### src/sv/bmphc_pkg.sv
// Types and constants for the bitmap header checker.
`timescale 1ns / 1ps
`default_nettype none

package bmphc_pkg;

  typedef struct packed {
    logic [7:0] data_byte;
    logic       first_byte;
  } in_item_t;

  typedef struct packed {
    logic [3:0]  status_code;
    logic [31:0] width;
    logic [31:0] height;
    logic [31:0] bmp_size;
  } out_item_t;

  // Header fields that the front end hands to the back end once complete.
  typedef enum logic [3:0] {
    FLD_SIGNATURE,
    FLD_FILE_SIZE,
    FLD_RESERVED,
    FLD_OFFSET,
    FLD_INFO_SIZE,
    FLD_WIDTH,
    FLD_HEIGHT,
    FLD_PLANES,
    FLD_BPP,
    FLD_COMPRESSION,
    FLD_IMAGE_SIZE
  } field_t;

  typedef struct packed {
    field_t      field;
    logic [31:0] value;
  } field_entry_t;

  // Status codes, in the order the checks are made.
  localparam logic [3:0] ST_OK          = 4'd0;
  localparam logic [3:0] ST_SIGNATURE   = 4'd1;
  localparam logic [3:0] ST_FILE_SIZE   = 4'd2;
  localparam logic [3:0] ST_RESERVED    = 4'd3;
  localparam logic [3:0] ST_OFFSET      = 4'd4;
  localparam logic [3:0] ST_INFO_SIZE   = 4'd5;
  localparam logic [3:0] ST_WIDTH       = 4'd6;
  localparam logic [3:0] ST_HEIGHT      = 4'd7;
  localparam logic [3:0] ST_PLANES      = 4'd8;
  localparam logic [3:0] ST_BPP         = 4'd9;
  localparam logic [3:0] ST_COMPRESSION = 4'd10;
  localparam logic [3:0] ST_IMAGE_SIZE  = 4'd11;
  localparam logic [3:0] ST_PRODUCT     = 4'd12;

  localparam logic [7:0]  SIG_FIRST    = 8'h42;
  localparam logic [7:0]  SIG_SECOND   = 8'h4D;
  localparam logic [31:0] HEADER_BYTES = 32'd54;
  localparam logic [31:0] INFO_BYTES   = 32'd40;
  localparam logic [31:0] PLANE_COUNT  = 32'd1;
  localparam logic [31:0] PIXEL_BITS   = 32'd24;
  localparam logic [31:0] PIXEL_BYTES  = 32'd3;

  // Byte offsets at which each field is complete.
  localparam logic [5:0] POS_SIG_END    = 6'd1;
  localparam logic [5:0] POS_SIZE_END   = 6'd5;
  localparam logic [5:0] POS_RSVD_END   = 6'd9;
  localparam logic [5:0] POS_OFFSET_END = 6'd13;
  localparam logic [5:0] POS_INFO_END   = 6'd17;
  localparam logic [5:0] POS_WIDTH_END  = 6'd21;
  localparam logic [5:0] POS_HEIGHT_END = 6'd25;
  localparam logic [5:0] POS_PLANES_END = 6'd27;
  localparam logic [5:0] POS_BPP_END    = 6'd29;
  localparam logic [5:0] POS_COMP_END   = 6'd33;
  localparam logic [5:0] POS_IMAGE_END  = 6'd37;
  localparam logic [5:0] POS_SHORT_LO   = 6'd26;
  localparam logic [5:0] POS_SHORT_HI   = 6'd30;

endpackage

`default_nettype wire

### src/sv/bmphc_back.sv
// Back end: checks each queued field, keeps the first failure and issues the result.
`timescale 1ns / 1ps
`default_nettype none

module bmphc_back (
  input  wire                     clk,
  input  wire                     rst_n,
  input  wire                     pop_valid,
  input  bmphc_pkg::field_entry_t pop_entry,
  output logic                    pop,
  output logic                    out_valid,
  output bmphc_pkg::out_item_t    out_data,
  input  wire                     out_stall
);
  import bmphc_pkg::*;

  logic [3:0]  fail_r, fail_nxt;
  logic [31:0] size_r, size_nxt;
  logic [31:0] width_r, width_nxt;
  logic [31:0] height_r, height_nxt;
  logic [31:0] prod_r;
  logic [31:0] total_r;
  logic        out_valid_r, out_valid_nxt;
  out_item_t   out_data_r, out_data_nxt;

  logic        is_final;
  logic        bad_image;
  logic        bad_product;
  logic [3:0]  final_code;
  logic [31:0] v;

  function automatic logic [3:0] note_fail(input logic [3:0] cur, input logic [3:0] code,
                                           input logic bad);
    note_fail = (bad && cur == ST_OK) ? code : cur;
  endfunction

  assign v        = pop_entry.value;
  assign is_final = (pop_entry.field == FLD_IMAGE_SIZE);
  assign pop      = pop_valid && (!is_final || !out_valid_r || !out_stall);

  assign out_valid = out_valid_r;
  assign out_data  = out_data_r;

  // The product is registered in prod_r and then total_r after the height arrives, before the
  // image size field, which trails it by at least three queued fields.
  always_ff @(posedge clk) begin
    prod_r  <= width_r * height_r;
    total_r <= prod_r * PIXEL_BYTES + HEADER_BYTES;
  end

  assign bad_image   = (v != 32'd0) && ((v + HEADER_BYTES) != size_r);
  assign bad_product = (total_r != size_r);
  assign final_code  = note_fail(note_fail(fail_r, ST_IMAGE_SIZE, bad_image),
                                 ST_PRODUCT, bad_product);

  always_comb begin
    fail_nxt   = fail_r;
    size_nxt   = size_r;
    width_nxt  = width_r;
    height_nxt = height_r;
    if (pop) begin
      case (pop_entry.field)
        FLD_SIGNATURE:   fail_nxt = v[0] ? ST_OK : ST_SIGNATURE;
        FLD_FILE_SIZE: begin
          size_nxt = v;
          fail_nxt = note_fail(fail_r, ST_FILE_SIZE, v < HEADER_BYTES);
        end
        FLD_RESERVED:    fail_nxt = note_fail(fail_r, ST_RESERVED, v != 32'd0);
        FLD_OFFSET:      fail_nxt = note_fail(fail_r, ST_OFFSET, v != HEADER_BYTES);
        FLD_INFO_SIZE:   fail_nxt = note_fail(fail_r, ST_INFO_SIZE, v != INFO_BYTES);
        FLD_WIDTH: begin
          width_nxt = v;
          fail_nxt  = note_fail(fail_r, ST_WIDTH, v == 32'd0);
        end
        FLD_HEIGHT: begin
          height_nxt = v;
          fail_nxt   = note_fail(fail_r, ST_HEIGHT, v == 32'd0);
        end
        FLD_PLANES:      fail_nxt = note_fail(fail_r, ST_PLANES, v != PLANE_COUNT);
        FLD_BPP:         fail_nxt = note_fail(fail_r, ST_BPP, v != PIXEL_BITS);
        FLD_COMPRESSION: fail_nxt = note_fail(fail_r, ST_COMPRESSION, v != 32'd0);
        FLD_IMAGE_SIZE:  fail_nxt = final_code;
        default:         fail_nxt = fail_r;
      endcase
    end
  end

  always_comb begin
    out_valid_nxt = out_valid_r;
    out_data_nxt  = out_data_r;
    if (out_valid_r && !out_stall) begin
      out_valid_nxt = 1'b0;
    end
    if (pop && is_final) begin
      out_valid_nxt            = 1'b1;
      out_data_nxt.status_code = final_code;
      out_data_nxt.width       = width_r;
      out_data_nxt.height      = height_r;
      out_data_nxt.bmp_size    = size_r;
    end
  end

  always_ff @(posedge clk) begin
    if (!rst_n) begin
      out_valid_r <= 1'b0;
      fail_r      <= ST_OK;
    end else begin
      out_valid_r <= out_valid_nxt;
      fail_r      <= fail_nxt;
    end
  end

  always_ff @(posedge clk) begin
    size_r     <= size_nxt;
    width_r    <= width_nxt;
    height_r   <= height_nxt;
    out_data_r <= out_data_nxt;
  end

endmodule

`default_nettype wire

### config.mk
export PLATFORM = sky130hd
export DESIGN_NAME = bmphc_back
export DESIGN_NICKNAME = d
export VERILOG_FILES = /design/src/sv/bmphc_pkg.sv /design/src/sv/bmphc_back.sv
export SDC_FILE = /design/constraint.sdc
export NUM_CORES = 2
export LEC_CHECK = 0
export BUFFER_PORTS_ARGS = -buffer_cell sky130_fd_sc_hd__clkbuf_2
export CAP_MARGIN = 20
export CORE_MARGIN = 4
export CORE_UTILIZATION = 37
export CTS_CLUSTER_DIAMETER = 80
export DETAILED_ROUTE_END_ITERATION = 10
export PLACE_DENSITY = 0.53
export SYNTH_ARGS = -nofsm -noshare
export SYNTH_HDL_FRONTEND = slang
export SYNTH_SLANG_ARGS = --single-unit
### constraint.sdc
create_clock -name clk -period 6.5 [get_ports clk]
set_input_delay 0.65 -clock clk [delete_from_list [all_inputs] [get_ports clk]]
set_output_delay 0.65 -clock clk [all_outputs]
set_load 0.005 [all_outputs]
# Word-level counts from Yosys, hierarchy flattened
# Cells that the tools add are included.
[totals] ff_bits=265 out_inout_bits=102 elab_cells=85
[classes] n_addsub=2 multipliers=2 n_lt_le_gt_ge=1 n_eq_ne=25 muxes=15 reduce_logical=29
[ops] cell="$add A32 B6 Y32 const B" count=2
[ops] cell="$ne A32 B32 Y1" count=2
[ops] cell="$ne A32 B6 Y1 const B" count=2
[ops] cell="$mux W4" count=11
[ops] cell="$pmux W4 S11" count=1
[ops] cell="$logic_not A32 Y1" count=1
[ops] cell="$lt A32 B6 Y1 const B" count=1
[ops] cell="$mul A32 B2 Y32 const B" count=1
[ops] cell="$mul A32 B32 Y32" count=1
[ops] cell="$ne A32 B1 Y1 const B" count=1
[ops] cell="$ne A32 B5 Y1 const B" count=1
[ops] cell="$reduce_bool A32 Y1" count=1
[ops] cell="$ne A2 B2 Y1 const B" count=9
[ops] cell="$eq A4 B3 Y1 const B" count=4
[ops] cell="$logic_and A1 B1 Y1" count=13
[ops] cell="$eq A4 B4 Y1 const B" count=3
[ops] cell="$logic_not A4 Y1" count=3
[ops] cell="$reduce_and A11 Y1" count=1
[ops] cell="$reduce_bool A11 Y1" count=1
[ops] cell="$eq A4 B2 Y1 const B" count=2
[ops] cell="$reduce_and A2 Y1" count=3
[ops] cell="$eq A4 B1 Y1 const B" count=1
[ops] cell="$logic_not A1 Y1" count=3
[ops] cell="$mux W1" count=3
[ops] cell="other kinds (2)" count=3

# Longest topological paths before layout
[depth] ltp_word=9 mapped_depth=29 mapped_depth_nobuf=27

# Least setup slack after synthesis
# Ideal clock, no wire load.
[synth_timing] kind="reg-to-reg" start="register width_r[13]" end="register prod_r[30]" setup_ns=0.127 arrival_time_ns=6.669 required_ns=6.373 setup_slack_ns=-0.295 path_stages_with_launch=24 n_path_buf=2 synth_period_minus_slack_ns=6.795 cell_sequence="edfxtp_1 -> clkbuf_1 -> clkbuf_1 -> and2_1 -> fa_1 -> fa_1 -> fa_1 -> inv_1 -> fa_1 -> inv_1 -> fa_1 -> fa_1 -> fa_1 -> fa_1 -> ha_1 -> a21o_1 -> a21o_1 -> a21oi_1 -> a21oi_1 -> a31o_2 -> a41oi_1 -> nor2b_1 -> o21ai_0 -> xor2_1"
[synth_between] elab_chain_cells=1
[synth_rtl] element="start, declared" line="bmphc_back.sv:19" text="logic [31:0] width_r, width_nxt;"
[synth_rtl] element="start signal, assigned" line="bmphc_back.sv:115" text="width_r <= width_nxt;"
[synth_rtl] element="$mul A32 B32 Y32" line="bmphc_back.sv:47" text="prod_r <= width_r * height_r;"
[synth_rtl] element="end signal, assigned" line="bmphc_back.sv:47"
[synth_rtl] element="end, declared" line="bmphc_back.sv:21" text="logic [31:0] prod_r;"
# Every way passes these cells.
# A chain may end at the register's enable or synchronous reset.

# Final worst setup path
[layout_timing] start="register width_r[17]" end="register prod_r[25]"
# Same word-level chain as after synthesis.

==> reports/metrics.csv <==
stage,metric,value,unit
status,run status,"finished, violations left",
status,violations in the final reports,setup timing,
logic_synthesis,sequential-to-total area share from yosys stat,27.10,%
power,leakage power total,14.73,nW
floorplan,die span in x,277.2,um
detailed_routing,overall via count from detail_route,19320,
clock_tree,clock slew seen by the registers of the worst setup and hold paths,70,ps
place,total placed instance area,30290,um2
logic_synthesis,leading cell type by number of instances after synthesis,inv_1,
detailed_routing,average wire length per cell after detail routing,20.45,um
setup_path,sort of element at the end of the critical path,flip-flop,
logic_synthesis,fraction of registers with async set or reset after synthesis,0,%
clock_tree,cts bufs inserted,31,
hold_path,worst min-delay path category,in2reg,
setup_path,cell family contributing the most delay on the critical path,adder cells,
clock_tree,clock buffer depth,3,
detailed_routing,DR DRC count,0,
detailed_routing,first-pass detailed-route iteration total,5,
setup_path,crit path buf inv count,12,
logic_synthesis,number of library cell types mapped by synthesis,78,
place,dpl ws,-364.5,ps
timing,final worst-path setup slack,-158.7,ps
timing,final setup violation count,7,
logic_synthesis,top cell type by total area after synthesis,fa_1,
timing,period utilisation layout,102.4,%
logic_synthesis,Synth Instances,2556,
timing,RSZ-0062 raised after global routing,true,
cells_and_area,share of the core filled with cells,45.26,%
global_routing,via count of the first global-routing pass,20800,
logic_synthesis,Synth Warn #,0,
timing,Max transition margin,38.03,%
timing,Final Max Tran Viols,0,
floorplan,I/O pin count,142,
timing,shortest period the worst path allows,6659,ps
logic_synthesis,syn_area_per_cell,10.49,um2
logic_synthesis,post-synthesis mux area share,0.1540,%
setup_path,category of the worst setup path launch point,flip-flop,
clock_tree,clock tree from TritonCTS,done,
detailed_routing,antenna violation net count after detailed routing,0,
logic_synthesis,register bit total from synthesis,265,
cells_and_area,final-stage net count,3541,
cells_and_area,Non-Filler Instances,3883,
place,Detailed Place HPWL,63500,um
timing,Sum Neg Setup Slack,-738.3,ps
logic_synthesis,area share of fa/ha/maj cells after synthesis,39.13,%
floorplan,Core Area,71610,um2
logic_synthesis,"EDFF count, synth",196,
logic_synthesis,main combinational cell family by area after synthesis,adder cells,
global_routing,pin count of the biggest net entering global routing,45,
logic_synthesis,"Top FF cell, synth",edfxtp_1,
cells_and_area,fraction of final layout cells sized beyond drive strength 1,21.04,%
clock_tree,buffer type at the clock tree root,clkbuf_16,
place,cell count after placement,3768,
setup_path,"Req. time, crit path",7020,ps
setup_path,data arrival at the endpoint of the critical path,7180,ps
logic_synthesis,synthesized cell area,26810,um2
clock_tree,CTS Hold Bufs,0,
global_routing,number of antenna violations at the first check in global routing,3,
cells_and_area,Final Cell Area,32410,um2
logic_synthesis,commonest cells in the synthesized netlist,"432 x inv_1, 409 x fa_1, 303 x nand2_1",
logic_synthesis,total nets after synthesis,3189,
setup_path,maximum net fanout on the critical path,7,
floorplan,overall die height,277.2,um
logic_synthesis,XOR/XNOR share of the synthesized area,5.978,%
floorplan,initial cell density of the core,37.44,%
place,number of buffers inserted by port buffering,141,
floorplan,DIE AREA,76830,um2
logic_synthesis,complex-gate fraction of the synthesized area,5.339,%
power,power density relative to cell area,501.1,nW/um2
job,max-capacitance violation count,0,
clock_tree,total clock sinks,265,
power,maximum VDD drop,0.0007175,V
logic_synthesis,fraction of post-synthesis cell area in the top cell type by area,30.54,%
clock_tree,source-to-sink clock delay at the later pin of the worst-skew pair,600,ps
clock_tree,# H-tree levels,1,
global_routing,first-pass GRT wire length,124200,um
logic_synthesis,Post-Synth Simple-Gate Area,14.81,%
setup_path,slowest stage cell on the critical path,edfxtp_1,
timing,measured slew at the worst slew-check pin,927.4,ps
setup_path,Crit path largest cell delay,570,ps
timing,final-report hold violation count,0,
detailed_routing,Final Routed Wirelength,79400,um
setup_path,CP Class,reg2reg,
detailed_routing,DRC marker count from the first detailed-route iteration,1256,
global_routing,remaining global-route overflow,0,
timing,Fin Clk Skew,14.78,ps
logic_synthesis,cells taking the most area after synthesis,"fa_1 31%, edfxtp_1 22%, ha_1 8.6%",
floorplan,num rows,98,
global_routing,GRT Overall Usage,20.72,%
cells_and_area,Area growth syn-to-layout,20.89,%
place,global placement routability congestion,0.9086,
detailed_routing,ratio of routed vias to standard cells,4.975,
timing,Max Clk Rate,150.2,MHz
cells_and_area,final antenna diode count,0,
==> routing by layer <==
metal	global-route usage (%)	part of all wire [%]	wire length (um)	vias up
met5	0	0	0	-
met4	7.368	4.3	3426	0
met3	2.951	6.1	4828	147
met2	33.77	46	36640	643
met1	28.39	43	34500	9753
li1	-	-	-	8775
==> timing repair <==
item	4_1_cts	5_1_grt
cloned	2	1
setup buffers	50	6
resized for setup	73	83
setup endpoints to repair	15	17
pin swaps	88	71
==> path summary, 6_finish.rpt <==
kind / to / slack, ps / start / cells past startpoint
worst max-delay path: prod_r[25]$_DFF_P_ / -160 / width_r[17]$_DFFE_PP_ / 26
worst min-delay path: fail_r[1]$_SDFFE_PN0P_ / 330 / rst_n / 2
worst max register to register: prod_r[25]$_DFF_P_ / -160 / width_r[17]$_DFFE_PP_ / 26
worst min register to register: total_r[0]$_DFF_P_ / 390 / prod_r[0]$_DFF_P_ / 0
==> state kept, by name (all words and copies together), names as in the netlist <==
signal / cells
out_data: 100
out_valid: 1
size_r: 32
width_r: 32
total_r: 32
height_r: 32
prod_r: 32
fail_r: 4
==> worst register-to-register path, delay by kind of cell, from the launching register on <==
kind                       cells  cell delay, ps
AOI/OAI and AO/OA              1              50
DFF                            1             570
and+or+nand+nor                3             340
xor gates and xnor gates       1             120
buffers and inverters         12            1270
adders and majority gates      9            4240
==> layout by cell type (no fill, tap or decap), types with 6 or more instances in the layout <==
| cell type | count |
|---|---|
| ha_4 | 16 |
| nand4_1 | 14 |
| a21oi_2 | 11 |
| and2_4 | 14 |
| nor3_1 | 18 |
| and3_1 | 11 |
| clkbuf_16 | 32 |
| o211ai_1 | 7 |
| buf_6 | 21 |
| fa_1 | 374 |
| nand3_1 | 24 |
| o21ai_0 | 30 |
| inv_1 | 415 |
| edfxtp_1 | 196 |
| xnor2_1 | 100 |
| nand2_1 | 299 |
| a21o_1 | 29 |
| buf_12 | 23 |
| or2_2 | 7 |
| nand2b_1 | 12 |
| xor2_1 | 78 |
| and2_1 | 261 |
| o21bai_1 | 6 |
| nor4_1 | 19 |
| ha_1 | 168 |
| nor2_1 | 31 |
| buf_4 | 230 |
| o22ai_1 | 9 |
| or3_1 | 8 |
| a21oi_1 | 51 |
| o21a_1 | 7 |
| clkbuf_2 | 142 |
| nor2b_1 | 10 |
| dfxtp_1 | 69 |
| inv_2 | 17 |
| fa_2 | 35 |
==> cell type report <==
| type | count | area, um2 |
|---|---|---|
| clock buffers | 35 | 832.0 |
| flip-flops and latches | 265 | 7267 |
| well taps | 950 | 1189 |
| fillers | 6781 | 39200 |
| repair buffers | 419 | 3148 |
| inverters | 432 | 1622 |
| multi-input cells | 1759 | 18110 |
| clock inverters | 23 | 247.7 |
==> through the flow <==
| step | hold slack [ps] | power [mW] |
|---|---|---|
| after CTS | 305.8 | 15.32 |
| after detailed placement | 379.6 | 12.23 |
| final | 331.9 | 16.24 |
| after global routing | 321.4 | 17.55 |
| after global placement | 386.8 | 12.21 |
| after floorplan | 330.8 | 8.726 |
==> cell families (layout without fill, tap and decap cells) <==
logic type                 after synthesis  count (layout)
and+or+nand+nor                        762             762
AOI/OAI and AO/OA                      217             217
adders and majority gates              593             593
buffers and inverters                  532             909
muxes                                    4               4
xor gates and xnor gates               183             183
DFF                                    265             265
==> report_power, final <==
| part | internal, mW | switching (mW) |
|---|---|---|
| combinational | 6.14 | 5.96 |
| clock | 1.03 | 0.794 |
| sequential | 2.17 | 0.147 |
Note: power is estimated with default switching activity, not from simulation.
